### config.mk
export PLATFORM = sky130hd
export DESIGN_NAME = xor_key_base64_encoder
export DESIGN_NICKNAME = d
export VERILOG_FILES = /design/src/xkb64_pkg.sv /design/src/xor_key_base64_encoder.sv /design/src/xkb64_front.sv /design/src/xkb64_queue.sv /design/src/xkb64_back.sv
export SDC_FILE = /design/constraint.sdc
export NUM_CORES = 1
export LEC_CHECK = 0
export BUFFER_PORTS_ARGS = -buffer_cell sky130_fd_sc_hd__buf_2
export CORE_MARGIN = 2
export CORE_UTILIZATION = 30
export CTS_BUF_LIST = sky130_fd_sc_hd__clkbuf_8
export DETAILED_ROUTE_END_ITERATION = 16
export PLACE_DENSITY = 0.42
export SYNTH_ARGS = -nofsm -noshare
export SYNTH_HDL_FRONTEND = slang
export SYNTH_SLANG_ARGS = --single-unit
### constraint.sdc
create_clock -name clk -period 11.8 [get_ports clk]
set_input_delay 1.18 -clock clk [delete_from_list [all_inputs] [get_ports clk]]
set_output_delay 1.18 -clock clk [all_outputs]
set_load 0.005 [all_outputs]
### src/xkb64_pkg.sv
// shared types, constants and the base64 alphabet for the xor/base64 encoder
`default_nettype none

package xkb64_pkg;

  // configuration register indexes
  localparam logic [1:0] REG_KEY_BYTES  = 2'd0;
  localparam logic [1:0] REG_KEY_LENGTH = 2'd1;

  // ascii '=' used for padding
  localparam logic [7:0] PAD_CHAR = 8'h3D;

  // group queue depth and derived widths
  localparam int QUEUE_DEPTH = 4;
  localparam int QPTR_W      = $clog2(QUEUE_DEPTH);
  localparam int QLVL_W      = $clog2(QUEUE_DEPTH + 1);

  // up to four characters made from one input byte
  typedef struct packed {
    logic [3:0][7:0] chr;
    logic [1:0]      last_idx;
    logic            last;
  } char_group_t;

  // queue status seen by the back end and the checks
  typedef struct packed {
    logic              full;
    logic              empty;
    logic [QLVL_W-1:0] level;
  } q_status_t;

  // standard base64 alphabet
  function automatic logic [7:0] b64_char(input logic [5:0] v);
    logic [7:0] r;
    logic [7:0] w;
    w = {2'b00, v};
    if (v < 6'd26) begin
      r = w + 8'd65;
    end else if (v < 6'd52) begin
      r = w + 8'd71;
    end else if (v < 6'd62) begin
      r = w - 8'd4;
    end else if (v == 6'd62) begin
      r = 8'h2B;
    end else begin
      r = 8'h2F;
    end
    return r;
  endfunction

endpackage

`default_nettype wire

### src/xor_key_base64_encoder.sv
// repeating-key xor followed by base64 encoding, bytes in, characters out
// a byte's group is written into the group queue, and its characters leave through the output register
// throughput: one character per cycle at the output register while out_tready allows; a
//   byte makes 1 or 2 characters (up to 4 on the last byte)
// the four-entry group queue lets the input run ahead while characters drain
// reset (rst_n low, synchronous) clears key position, bit state, queue and output
`default_nettype none

module xor_key_base64_encoder #(
  parameter int MAX_KEY_BYTES = 8
) (
  input  wire logic        clk,
  input  wire logic        rst_n,
  // input stream
  input  wire logic        in_tvalid,
  output logic             in_tready,
  input  wire logic [7:0]  in_tdata,   // [7:0] data_byte
  input  wire logic        in_tlast,   // last_byte
  // result stream
  output logic             out_tvalid,
  input  wire logic        out_tready,
  output logic [7:0]       out_tdata,  // [7:0] base64_char
  output logic             out_tlast,  // last_char
  // configuration writes
  input  wire logic        cfg_valid,
  output logic             cfg_ready,
  input  wire logic [1:0]  cfg_index,
  input  wire logic [63:0] cfg_data
);

  logic [8*MAX_KEY_BYTES-1:0] key_bytes_r;
  logic [3:0]                 key_length_r;
  logic                       in_take;
  logic                       q_pop;
  xkb64_pkg::char_group_t     f_grp;
  xkb64_pkg::char_group_t     q_head;
  xkb64_pkg::q_status_t       q_st;

  assign cfg_ready = 1'b1;
  assign in_tready = !q_st.full;
  assign in_take   = in_tvalid && in_tready;

  // configuration registers
  always_ff @(posedge clk) begin
    if (!rst_n) begin
      key_bytes_r  <= '0;
      key_length_r <= 4'd1;
    end else if (cfg_valid && cfg_ready) begin
      case (cfg_index)
        xkb64_pkg::REG_KEY_BYTES:  key_bytes_r  <= cfg_data[8*MAX_KEY_BYTES-1:0];
        xkb64_pkg::REG_KEY_LENGTH: key_length_r <= cfg_data[3:0];
        default: ;
      endcase
    end
  end

  xkb64_front #(
    .MAX_KEY_BYTES(MAX_KEY_BYTES)
  ) u_front (
    .clk        (clk),
    .rst_n      (rst_n),
    .key_bytes  (key_bytes_r),
    .key_length (key_length_r),
    .in_take    (in_take),
    .data_byte  (in_tdata),
    .last_byte  (in_tlast),
    .grp        (f_grp)
  );

  xkb64_queue u_queue (
    .clk      (clk),
    .rst_n    (rst_n),
    .push     (in_take),
    .push_grp (f_grp),
    .pop      (q_pop),
    .head     (q_head),
    .status   (q_st)
  );

  xkb64_back u_back (
    .clk       (clk),
    .rst_n     (rst_n),
    .head      (q_head),
    .q_st      (q_st),
    .pop       (q_pop),
    .out_valid (out_tvalid),
    .out_char  (out_tdata),
    .out_last  (out_tlast),
    .out_ready (out_tready)
  );

`ifndef SYNTHESIS
  // queue level never exceeds its depth
  a_level_bound: assert property (@(posedge clk) disable iff (!rst_n)
    q_st.level <= xkb64_pkg::QLVL_W'(xkb64_pkg::QUEUE_DEPTH))
    else $error("group queue level beyond depth");

  // no group leaves an empty queue
  a_no_empty_pop: assert property (@(posedge clk) disable iff (!rst_n)
    q_pop |-> !q_st.empty)
    else $error("pop from empty group queue");

  // a push and a pop at once keep the level
  a_level_hold: assert property (@(posedge clk) disable iff (!rst_n)
    (in_take && q_pop) |=> $stable(q_st.level))
    else $error("queue level moved on push with pop");
`endif

endmodule

`default_nettype wire

### src/xkb64_front.sv
// front end: key xor, bit packing into sextets and padding, one group per byte
`default_nettype none

module xkb64_front #(
  parameter int MAX_KEY_BYTES = 8
) (
  input  wire logic                         clk,
  input  wire logic                         rst_n,
  input  wire logic [8*MAX_KEY_BYTES-1:0]   key_bytes,
  input  wire logic [3:0]                   key_length,
  input  wire logic                         in_take,
  input  wire logic [7:0]                   data_byte,
  input  wire logic                         last_byte,
  output xkb64_pkg::char_group_t            grp
);

  localparam int KPW = (MAX_KEY_BYTES > 1) ? $clog2(MAX_KEY_BYTES) : 1;
  localparam logic [3:0] MAX_LEN = 4'(MAX_KEY_BYTES);

  typedef enum logic [1:0] {
    PH_NONE = 2'd0,
    PH_TWO  = 2'd1,
    PH_FOUR = 2'd2
  } phase_t;

  phase_t             phase_r, phase_nxt;
  logic [3:0]         pend_r, pend_nxt;
  logic [KPW-1:0]     pos_r, pos_nxt;

  logic [MAX_KEY_BYTES-1:0][7:0] key_arr;
  logic [3:0]         len_eff;
  logic [KPW-1:0]     pos_eff;
  logic [3:0]         pos_inc;
  logic [7:0]         b;
  phase_t             phase_mid;
  logic [3:0]         pend_mid;
  logic [1:0]         cnt;

  assign key_arr = key_bytes;

  // effective key length and position
  always_comb begin
    if (key_length == 4'd0) begin
      len_eff = 4'd1;
    end else if (key_length > MAX_LEN) begin
      len_eff = MAX_LEN;
    end else begin
      len_eff = key_length;
    end
    pos_eff = (4'(pos_r) >= len_eff) ? '0 : pos_r;
    pos_inc = 4'(pos_eff) + 4'd1;
    b       = data_byte ^ key_arr[pos_eff];
  end

  // sextet formation, flush and padding
  always_comb begin
    grp       = '0;
    cnt       = 2'd0;
    phase_mid = PH_NONE;
    pend_mid  = 4'd0;
    case (phase_r)
      PH_TWO: begin
        grp.chr[0] = xkb64_pkg::b64_char({pend_r[1:0], b[7:4]});
        pend_mid   = b[3:0];
        phase_mid  = PH_FOUR;
        cnt        = 2'd0;
      end
      PH_FOUR: begin
        grp.chr[0] = xkb64_pkg::b64_char({pend_r, b[7:6]});
        grp.chr[1] = xkb64_pkg::b64_char(b[5:0]);
        pend_mid   = 4'd0;
        phase_mid  = PH_NONE;
        cnt        = 2'd1;
      end
      default: begin
        grp.chr[0] = xkb64_pkg::b64_char(b[7:2]);
        pend_mid   = {2'b00, b[1:0]};
        phase_mid  = PH_TWO;
        cnt        = 2'd0;
      end
    endcase

    grp.last_idx = cnt;
    grp.last     = last_byte;
    phase_nxt    = phase_mid;
    pend_nxt     = pend_mid;
    pos_nxt      = (pos_inc >= len_eff) ? '0 : KPW'(pos_inc);

    // final byte: flush the partial sextet and pad to four characters
    if (last_byte) begin
      if (phase_mid == PH_TWO) begin
        grp.chr[1]   = xkb64_pkg::b64_char({pend_mid[1:0], 4'b0000});
        grp.chr[2]   = xkb64_pkg::PAD_CHAR;
        grp.chr[3]   = xkb64_pkg::PAD_CHAR;
        grp.last_idx = 2'd3;
      end else if (phase_mid == PH_FOUR) begin
        grp.chr[1]   = xkb64_pkg::b64_char({pend_mid, 2'b00});
        grp.chr[2]   = xkb64_pkg::PAD_CHAR;
        grp.last_idx = 2'd2;
      end
      phase_nxt = PH_NONE;
      pend_nxt  = 4'd0;
      pos_nxt   = '0;
    end
  end

  // encoder state
  always_ff @(posedge clk) begin
    if (!rst_n) begin
      phase_r <= PH_NONE;
      pend_r  <= 4'd0;
      pos_r   <= '0;
    end else if (in_take) begin
      phase_r <= phase_nxt;
      pend_r  <= pend_nxt;
      pos_r   <= pos_nxt;
    end
  end

endmodule

`default_nettype wire

### src/xkb64_queue.sv
// short queue of character groups between front and back end
`default_nettype none

module xkb64_queue (
  input  wire logic                   clk,
  input  wire logic                   rst_n,
  input  wire logic                   push,
  input  xkb64_pkg::char_group_t      push_grp,
  input  wire logic                   pop,
  output xkb64_pkg::char_group_t      head,
  output xkb64_pkg::q_status_t        status
);

  localparam int D  = xkb64_pkg::QUEUE_DEPTH;
  localparam int PW = xkb64_pkg::QPTR_W;
  localparam int LW = xkb64_pkg::QLVL_W;

  xkb64_pkg::char_group_t mem [D];
  logic [PW-1:0] wr_ptr_r, rd_ptr_r;
  logic [LW-1:0] level_r;

  assign head         = mem[rd_ptr_r];
  assign status.level = level_r;
  assign status.full  = (level_r == LW'(D));
  assign status.empty = (level_r == '0);

  // storage
  always_ff @(posedge clk) begin
    if (push) begin
      mem[wr_ptr_r] <= push_grp;
    end
  end

  // pointers and fill level
  always_ff @(posedge clk) begin
    if (!rst_n) begin
      wr_ptr_r <= '0;
      rd_ptr_r <= '0;
      level_r  <= '0;
    end else begin
      if (push) begin
        wr_ptr_r <= (wr_ptr_r == PW'(D - 1)) ? '0 : wr_ptr_r + 1'b1;
      end
      if (pop) begin
        rd_ptr_r <= (rd_ptr_r == PW'(D - 1)) ? '0 : rd_ptr_r + 1'b1;
      end
      if (push && !pop) begin
        level_r <= level_r + 1'b1;
      end else if (pop && !push) begin
        level_r <= level_r - 1'b1;
      end
    end
  end

endmodule

`default_nettype wire

### src/xkb64_back.sv
// back end: serializes one character per cycle into the output register when out_ready allows
`default_nettype none

module xkb64_back (
  input  wire logic                   clk,
  input  wire logic                   rst_n,
  input  xkb64_pkg::char_group_t      head,
  input  xkb64_pkg::q_status_t        q_st,
  output logic                        pop,
  output logic                        out_valid,
  output logic [7:0]                  out_char,
  output logic                        out_last,
  input  wire logic                   out_ready
);

  logic       out_valid_r;
  logic [7:0] out_char_r;
  logic       out_last_r;
  logic [1:0] idx_r;
  logic       load;
  logic       take;
  logic       at_end;

  assign load      = !out_valid_r || out_ready;
  assign take      = load && !q_st.empty;
  assign at_end    = (idx_r == head.last_idx);
  assign pop       = take && at_end;
  assign out_valid = out_valid_r;
  assign out_char  = out_char_r;
  assign out_last  = out_last_r;

  // output register and character index
  always_ff @(posedge clk) begin
    if (!rst_n) begin
      out_valid_r <= 1'b0;
      idx_r       <= 2'd0;
    end else begin
      if (load) begin
        out_valid_r <= !q_st.empty;
      end
      if (take) begin
        idx_r <= at_end ? 2'd0 : idx_r + 2'd1;
      end
    end
  end

  // payload
  always_ff @(posedge clk) begin
    if (take) begin
      out_char_r <= head.chr[idx_r];
      out_last_r <= head.last && at_end;
    end
  end

endmodule

`default_nettype wire

=== After elaboration in Yosys (flattened, before gate mapping) ===
Memories as Yosys holds them, arrays and structs flattened. A register that Yosys moved wholly into a read port is not among the register bits.
Cells that the tools add are included.

* Order comparisons: 23
* $add $sub $neg: 24
* Mux-type cells: 54
* Bitwise operators: 1
* Equality and inequality tests: 13
* Reduce and logical (&&, ||, !) cells: 18

{| class="wikitable"
|+ Operators with widths
! kind !! number
|-
| $mux W8 || 21
|-
| $add A6 B7 Y8 const B || 12
|-
| $lt A6 B6 Y1 const B || 12
|-
| $sub A6 B3 Y7 const B || 6
|-
| $lt A6 B5 Y1 const B || 6
|-
| $mux W3 || 9
|-
| $bmux W8 S3 || 1
|-
| $eq A6 B6 Y1 const B || 4
|-
| $mux W24 || 1
|-
| $mux W2 || 9
|-
| $bmux W8 S2 || 1
|-
| $mux W16 || 1
|-
| $pmux W8 S2 || 1
|-
| $mux W14 || 1
|-
| $mux W4 || 3
|-
| $eq A2 B2 Y1 const B || 4
|-
| $pmux W4 S2 || 1
|-
| $xor A8 B8 Y8 || 1
|-
| $add A2 B1 Y2 const B || 3
|-
| $eq A2 B1 Y1 const B || 3
|-
| $logic_and A1 B1 Y1 || 6
|-
| $mux W6 || 1
|-
| $logic_not A1 Y1 || 5
|-
| $add A3 B1 Y4 const B || 1
|-
| 17 further kinds || 20
|}

* Logic and storage cells: 146
* Output and inout port bits: 12
* Memories: 1
* Input bits: 80
* Memory bits (writable): 140
* Bits in registers: 96

{| class="wikitable"
|+ Memories
! name !! depth !! bits a word !! rd ports !! clocked after memory_dff !! write ports !! line !! text
|-
| u_queue.mem || 4 || 35 || 1 || 1 || 1 || xkb64_queue.sv:18 || <nowiki>xkb64_pkg::char_group_t mem [D];</nowiki>
|}

=== Depth between registers and ports, before layout ===
Gate-level depths: netlist of run 1.

* Depth after elaboration: 17
* Gate-level depth with buffers: 20
* Mapped depth without buffers: 18

=== Cells and area by module ===
From an unflattened synthesis of run 1, not the netlist that was laid out.

* Cell total of the unflattened synthesis: 1037
* Area total of the unflattened synthesis: 12557.0 µm²

{| class="wikitable"
|+ Modules (own cells, without submodules)
! module !! cells an instance !! area each (µm²) !! times used
|-
| xkb64_queue || 227 || 5560.3 || 1
|-
| xkb64_front || 470 || 3535.9 || 1
|-
| xor_key_base64_encoder || 297 || 2793.9 || 1
|-
| xkb64_back || 43 || 666.9 || 1
|}

=== Worst setup path before layout of run 1 ===
Ideal clock, no wire load.

* Path kind: register -> register
* Start: reg u_front.pos_r[0]
* End: mem u_queue.mem[0][15] (netlist bit) (data pin)
* Period minus slack after synthesis: 4.165 ns
* Arrival: 3.899 ns
* Path buffers: 6
* Slack: 7.635 ns
* Stages on the path, launching flop included: 21
* Path through: dfxtp_1 -> buf_4 -> buf_6 -> inv_1 -> ha_1 -> nand2b_1 -> a211o_1 -> buf_6 -> buf_6 -> a211oi_1 -> a31oi_1 -> xnor2_1 -> inv_1 -> buf_1 -> ha_1 -> clkbuf_1 -> a21oi_1 -> and2_1 -> a221oi_1 -> o21ai_1 -> a22o_1

{| class="wikitable"
|+ RTL lines
! element !! line !! text
|-
| start: declaration || xkb64_front.sv:28 || <nowiki>logic [KPW-1:0] pos_r, pos_nxt;</nowiki>
|-
| start signal: assignment || xkb64_front.sv:116 || <nowiki>pos_r <= pos_nxt;</nowiki>
|-
| end: declaration || xkb64_queue.sv:18 ||
|}

==> impl_metrics.py, run 1 <==
metrics = {
    "clock_network": {
        "cts_sinks": 178,
        "ctsResizeCount": 0,
        "cts_hold_buffers": 0,
        "cts_tree": "done",
        "clock_path_buffers": 2,
        "cts_root_buf": "clkbuf_8",
        "cts_buffers": 17,
        "clk_pin_slew_ns": 0.10,
        "clkLatencyLatePin_ns": 0.47,
        "post_cts_buffers": 0,
        "htreeDepth": 4,
    },
    "floorplanning": {
        "fp.dieH_microns": 183,
        "core-area_sq_um": 31600,
        "die_width_microns": 183,
        "initial_core_util_pct": 30.5,
        "rows": 65,
        "io_pins": 92,
        "die-area_sq_um": 33500,
    },
    "logic_synthesis": {
        "ys_ff_latch": 178,
        "avgSynthCellArea_sq_um": 10.1,
        "synth_edf_count": 89,
        "syn_area_sq_um": 9620,
        "synth.net_count": 1057,
        "yosysTopAreaCell": "edfxtp_1",
        "synth_cells": 950,
        "netlist_top_cells_area": "edfxtp_1, dfxtp_1, nand2_1",
        "ys.flop_type": "edfxtp_1",
        "yosysUniqueCellTypes": 84,
        "yosysTopAreaCellShare_pct": 27.8,
        "seq_area_frac_synth_pct": 46.3,
        "synthArstFlopShare_pct": 0,
        "yosys_warnings": 0,
    },
    "finish": {
        "diodes": 0,
        "final_layout_size_suffix_gt1_share_pct": 19.3,
        "layout_commonest_cell": "nand2_1",
        "final_nets": 1117,
        "syn_to_final_growth_pct": 12.2,
        "final_cell_mix": "nand2_1, buf_2, dfxtp_1, edfxtp_1, a21boi_0",
    },
    "worst_setup_path": {
        "critPathMaxFanout": 21,
        "r2r_start": "u_front.pos_r[0]",
        "setup.worst_path.start_class": "register",
        "slowest_delay_ns": 0.77,
        "setup.worst_path.class": "reg2reg",
        "path_cells": "buf_4 > inv_1 > ha_1 > nand2b_1 > a211o_1 > a211oi_1 > a31oi_1 > xnor2_1 > inv_1 > ha_1 > a21oi_1 > and2_1 > a21oi_1 > a211o_1 > a32oi_1",
        "slowest_stage": "xnor2_1",
        "end_kind": "register",
        "r2r_cells": 15,
        "crit_buf_inv": 3,
        "rrSetupSlack_ns": 6.51,
        "cp.required_ns": 12.04,
        "timing.rr.end": "u_queue.mem[0][14]",
        "path_delay_family": "compound AO/OA/AOI/OAI gates",
        "worst-path-stages": 15,
        "cp_data_arrival_time_ns": 5.53,
    },
    "power_and_ir_drop": {
        "power_leakage_nw": 3.77,
        "ir_worst_vdd_uv": 59.6,
        "power_density_nw_per_um2": 150,
    },
    "worst_hold_path": {
        "min-delay-start": "key_bytes_r[51]",
        "worstHoldPathType": "reg2reg",
        "min_path_cells": 2,
        "hold_end": "key_bytes_r[51]",
    },
    "grt": {
        "first_global_vias": 7196,
        "grt_max_degree": 88,
        "grt_antenna_before_repair": 1,
        "grt_pass1_wl_mm": 40.6,
        "overflow": 0,
        "grtUsageTotal_pct": 15.6,
    },
    "sta": {
        "fmax_mhz": 189,
        "timing.hold.ws_ns": 0.470,
        "slew_viol_final": 0,
        "period_minus_slack_ns": 5.29,
        "timing.final.crit_share_pct": 44.8,
        "fin_skew_ns": 0.0235,
        "tns_ns": 0,
        "rsz0062_at_grt": "false",
        "setup_violations": 0,
        "worst-slew-pin-transition_ns": 0.974,
        "hold_viol": 0,
        "maxSlewHeadroom_pct": 34.6,
    },
    "routing": {
        "drtAntennaViolNets": 0,
        "vias": 7341,
        "first_pass_iters": 5,
        "wire_per_inst_microns": 18.0,
        "wirelength_mm": 25.6,
        "first_iter_violations": 532,
        "drc_errors": 0,
        "vias_per_cell": 5.15,
    },
    "job": {
        "cap_violations": 0,
    },
    "outcome": {
        "outcome": "complete, no violations",
    },
    "place": {
        "io_buffer_count": 90,
        "gp_congestion": 0.845,
        "dp.final_hpwl_mm": 18.0,
    },
}
[registers in the layout (all words and copies together) (netlist names), named ones only]
| name | cells |
|---|---|
| u_back.out_last | 1 |
| u_queue.mem | 80 |
| u_queue.wr_ptr_r | 2 |
| u_back.out_char | 8 |
| u_back.out_valid | 1 |
| u_queue.rd_ptr_r | 2 |
| u_queue.level_r | 3 |
| u_front.pend_r | 4 |
| key_bytes_r | 64 |
| u_front.phase_r | 2 |
| u_back.idx_r | 2 |
| u_front.pos_r | 3 |
| key_length_r | 4 |
[per-stage QoR]
stage	util, %	power (W)	worst slack (ns)	std cells	instance area, sq um
6_report	34.2	0.00162	6.51	1425	10800
5_1_grt	34.2	0.00172	6.04	1425	10800
4_1_cts	34.2	0.00165	6.62	1425	10800
3_5_place_dp	32.9	0.00122	6.65	1393	10400
3_3_place_gp	32.9	0.00122	6.87	1393	10400
2_1_floorplan	-	0.00108	7.63	950	9620
[Yosys cell counts, types with 6 or more instances]
cell	n
buf_1	9
nand3_1	6
dfxtp_1	89
inv_1	26
mux2i_1	21
xnor2_1	10
a221oi_1	6
ha_1	26
and3_1	9
mux2_2	8
nand2_1	189
nor3_1	10
a31oi_1	12
o21ai_0	32
a211oi_1	8
a21boi_0	68
nor2_1	44
o21ai_1	6
mux4_2	28
clkbuf_1	39
a32oi_1	9
a21oi_1	42
a22oi_1	9
edfxtp_1	89
nor2b_1	18
and2_1	8
buf_2	7
[metal layers]
| layer | vias up | routed length [microns] | GRT usage (%) |
|---|---|---|---|
| li1 | 3599 | - | - |
| met1 | 3515 | 12200 | 21.1 |
| met2 | 189 | 12000 | 25.7 |
| met3 | 36 | 1030 | 3.00 |
| met4 | 2 | 427 | 4.00 |
| met5 | - | 7 | 0 |
[area by class of cell]
cell class / count / area, sq um
timing repair buffer: 104 / 556
sequential: 178 / 4450
fill: 3297 / 20800
clock inverter: 15 / 165
tap: 402 / 503
clock buffer: 17 / 234
multi-input combinational: 681 / 4770
inverter: 28 / 105
[worst max path at each step]
stage	start	endpoint	slack (ns)
floorplan	u_front.pos_r[0]	u_queue.mem[0][15]	7.63
global placement	u_front.pos_r[0]	u_queue.mem[0][14]	6.87
detailed placement	u_front.pos_r[0]	u_queue.mem[0][14]	6.65
CTS	u_front.pos_r[0]	u_queue.mem[0][14]	6.62
global route	u_front.pos_r[0]	u_queue.mem[1][14]	6.04
finish	u_front.pos_r[0]	u_queue.mem[0][14]	6.51
[cells by family after synthesis]
logic type | count (synthesis) | share of synthesized area, %
AOI/OAI and AO/OA | 257 | 19.0
and+or+nand+nor | 319 | 14.8
muxes | 58 | 9.83
DFF | 178 | 46.3
xor gates and xnor gates | 19 | 2.35
adders and majority gates | 27 | 3.59
other | 1 | 0.0390
buffers and inverters | 91 | 4.11
[worst register-to-register path, delay by kind of cell (launching register included)]
family | cells | cell delay [ns]
AO/OA/AOI/OAI | 7 | 1.93
buffers and inverters | 3 | 0.88
XOR/XNOR | 1 | 0.77
flip-flops | 1 | 0.32
adder cells (fa/ha/maj) | 2 | 0.74
AND/OR/NAND/NOR | 2 | 0.46
[report_power, final]
part | internal, W | total [W] | leakage [nW] | switching (W)
logic | 0.000183 | 0.000421 | 2.01 | 0.000238
registers | 0.000738 | 0.000772 | 1.55 | 0.0000335
clock network | 0.000177 | 0.000428 | 0.200 | 0.000251
Power figures use the tool's default switching activity.
==> inputs of run 2 (changes only) <==
Settings changed: ABC_AREA set to 1, PLACE_DENSITY 0.42 to 0.44.
Clock period 11.8 ns to 4.6 ns, I/O delays scaled along.
==> run 2 against run 1 <==
Compared with the run above: non-clock buffer count grew 4; largest cell class is now sequential cells; clock skew increased by 0.0021 ns; sequential share of layout area hardly changed; routed wire length up 4.7%; critical path depth up 9; synthesized area fell by 0.22%; critical endpoint is now u_queue.mem[2][14]; die area fell by 0.22%.
==> impl_metrics.py, run 2 <==
metrics = {
    "logic_synthesis": {
        "ys_ff_latch": 178,
        "yosysTopAreaCellShare_pct": 27.8,
        "synth.net_count": 1315,
        "synthArstFlopShare_pct": 0,
        "synth_cells": 1208,
        "yosysUniqueCellTypes": 53,
        "yosysTopAreaCell": "edfxtp_1",
        "synth_commonest_cells": "nand2_1, nor2_1, o21ai_0",
        "seq_area_frac_synth_pct": 46.4,
        "syn_area_sq_um": 9600,
        "avgSynthCellArea_sq_um": 7.95,
        "synth_edf_count": 89,
        "yosys_warnings": 0,
        "ys.flop_type": "edfxtp_1",
        "netlist_top_cells_area": "edfxtp_1, dfxtp_1, nand2_1",
        "synth_most_common_cell": "nand2_1",
    },
    "routing": {
        "drtAntennaViolNets": 0,
        "vias_per_cell": 4.87,
        "vias": 8232,
        "wirelength_mm": 26.8,
        "first_pass_iters": 5,
        "first_iter_violations": 551,
        "drc_errors": 0,
        "wire_per_inst_microns": 15.9,
    },
    "finish": {
        "regMostFlops": "u_queue.mem",
        "largest_register_ff_count": 80,
        "fin_util_pct": 34.2,
        "final_layout_size_suffix_gt1_share_pct": 16.6,
        "design_area_sq_um": 10800,
        "layout_commonest_cell": "nand2_1",
        "fin_cells": 1692,
        "final_cell_mix": "nand2_1, nor2_1, o21ai_0",
        "syn_to_final_growth_pct": 12.4,
        "final_nets": 1383,
    },
    "clock_network": {
        "clkLatencyLatePin_ns": 0.48,
        "cts_sinks": 178,
        "post_cts_buffers": 0,
        "clock_path_buffers": 2,
        "cts_hold_buffers": 0,
        "cts_buffers": 17,
        "clk_pin_slew_ns": 0.11,
        "cts_root_buf": "clkbuf_8",
        "ctsResizeCount": 0,
        "cts_tree": "done",
        "htreeDepth": 4,
    },
    "sta": {
        "fmax_mhz": 241,
        "fin_skew_ns": 0.0256,
        "timing.final.crit_share_pct": 90.1,
        "slew_viol_final": 0,
        "setup_violations": 0,
        "tns_ns": 0,
        "maxSlewHeadroom_pct": 43.3,
        "worst-slew-pin-transition_ns": 0.842,
        "hold_viol": 0,
        "period_minus_slack_ns": 4.14,
        "rsz0062_at_grt": "false",
    },
    "place": {
        "io_buffer_count": 90,
        "place_area_sq_um": 10400,
        "dp.final_hpwl_mm": 19.2,
        "gp_congestion": 0.883,
        "dp_cells": 1659,
    },
    "power_and_ir_drop": {
        "finalPower_w": 0.00417,
        "power_density_nw_per_um2": 387,
        "ir_worst_vdd_uv": 250,
        "power_leakage_nw": 4.51,
    },
    "outcome": {
        "outcome": "complete, no violations",
    },
    "worst_hold_path": {
        "min_path_cells": 3,
        "min-delay-start": "cfg_data[21]",
        "hold_end": "key_bytes_r[21]",
        "worstHoldPathType": "in2reg",
    },
    "worst_setup_path": {
        "critPathMaxFanout": 24,
        "r2r_start": "key_length_r[3]",
        "setup.worst_path.start_class": "register",
        "cpMostUsedCell": "nand2_1",
        "end_kind": "register",
        "path_cells": "inv_2 > o21ai_0 > ha_1 > nand2_1 > inv_1 > nand2_1 > nand4_4 > buf_4 > nand2_1 > o211ai_2 > nand3_1 > nand2_1 > nand2_1 > nand2_2 > inv_2 > ha_1 > nor2_1 > nand2_2 > nand2_2 > nand2_1 > nand3_1 > nor2_1 > nor2_1 > nor2_1",
        "timing.rr.end": "u_queue.mem[2][14]",
        "slowest_stage": "dfxtp_1",
        "r2r_cells": 24,
        "cp.required_ns": 4.85,
        "slowest_delay_ns": 0.39,
        "setup.worst_path.class": "reg2reg",
        "cp_data_arrival_time_ns": 4.40,
        "rrSetupSlack_ns": 0.46,
    },
    "grt": {
        "overflow": 0,
        "grt_pass1_wl_mm": 43.5,
        "grt_max_degree": 78,
        "first_global_vias": 8106,
        "grt_antenna_before_repair": 1,
        "grtUsageTotal_pct": 16.6,
    },
    "floorplanning": {
        "rows": 65,
        "initial_core_util_pct": 30.4,
        "core-area_sq_um": 31600,
        "die_width_microns": 183,
        "die-area_sq_um": 33400,
        "fp.dieH_microns": 183,
        "io_pins": 92,
    },
    "job": {
        "cap_violations": 0,
    },
}
==> run 2: layer usage <==
layer  track usage [%]  up-vias  wire length [microns]
met3              2.42       21                   1020
met5                 0        -                      0
met1              22.1     3843                  12700
met2              27.8      177                  12700
li1                  -     4191                      -
met4              5.28        0                    429
==> run 2: how the worst max path moves through the flow <==
stage                     slack [ns]                  to              from  cells past startpoint
after floorplan                 1.10  u_queue.mem[0][13]  u_front.pos_r[0]                     28
after global placement          0.49  u_queue.mem[3][13]   key_length_r[0]                     27
after detailed placement        0.48  u_queue.mem[1][14]   key_length_r[0]                     26
after CTS                       0.41  u_queue.mem[2][14]   key_length_r[3]                     23
after global routing            0.03  u_queue.mem[2][14]   key_length_r[0]                     25
final                           0.46  u_queue.mem[2][14]   key_length_r[3]                     24
==> run 2: worst max-delay path: cells and delay by family, from the launching register on <==
| family | cells | cell delay [ns] |
|---|---|---|
| AO/OA/AOI/OAI | 2 | 0.38 |
| adder cells (fa/ha/maj) | 2 | 0.69 |
| buffers and inverters | 4 | 0.61 |
| flip-flops | 1 | 0.39 |
| AND/OR/NAND/NOR | 16 | 1.85 |
==> run 2: metrics by stage <==
step	setup slack [ns]	hold slack, ns
6_report	0.456	0.199
5_1_grt	0.0326	0.185
4_1_cts	0.414	0.161
3_5_place_dp	0.485	0.451
3_3_place_gp	0.488	0.454
2_1_floorplan	1.10	0.430
==> run 2: final cells by class <==
| class | instances | area, sq um |
|---|---|---|
| clock buffer | 17 | 234 |
| clock inverter | 15 | 168 |
| tap | 402 | 503 |
| timing repair buffer | 108 | 586 |
| multi-input combinational | 871 | 4450 |
| inverter | 100 | 387 |
| sequential | 178 | 4450 |
| antenna | 1 | 2.50 |
| fill | 3405 | 20800 |
==> run 2: power breakdown <==
group	switching, W	total, W	internal [W]	leakage, nW
clock network	0.000627	0.00108	0.000455	0.207
logic	0.000744	0.00110	0.000358	2.74
registers	0.0000742	0.00199	0.00192	1.56
total	0.00145	0.00417	0.00273	4.51
==> run 2: cell families (layout without fill, tap and decap cells) <==
group | Yosys count | after routing | share of synthesized area (%)
AND/OR/NAND/NOR | 594 | 594 | 27.4
AO/OA/AOI/OAI | 238 | 238 | 14.1
flip-flops | 178 | 178 | 46.4
buffers and inverters | 159 | 240 | 7.37
adder cells (fa/ha/maj) | 27 | 27 | 3.60
XOR/XNOR | 11 | 11 | 1.00
other | 1 | 2 | 0.0391
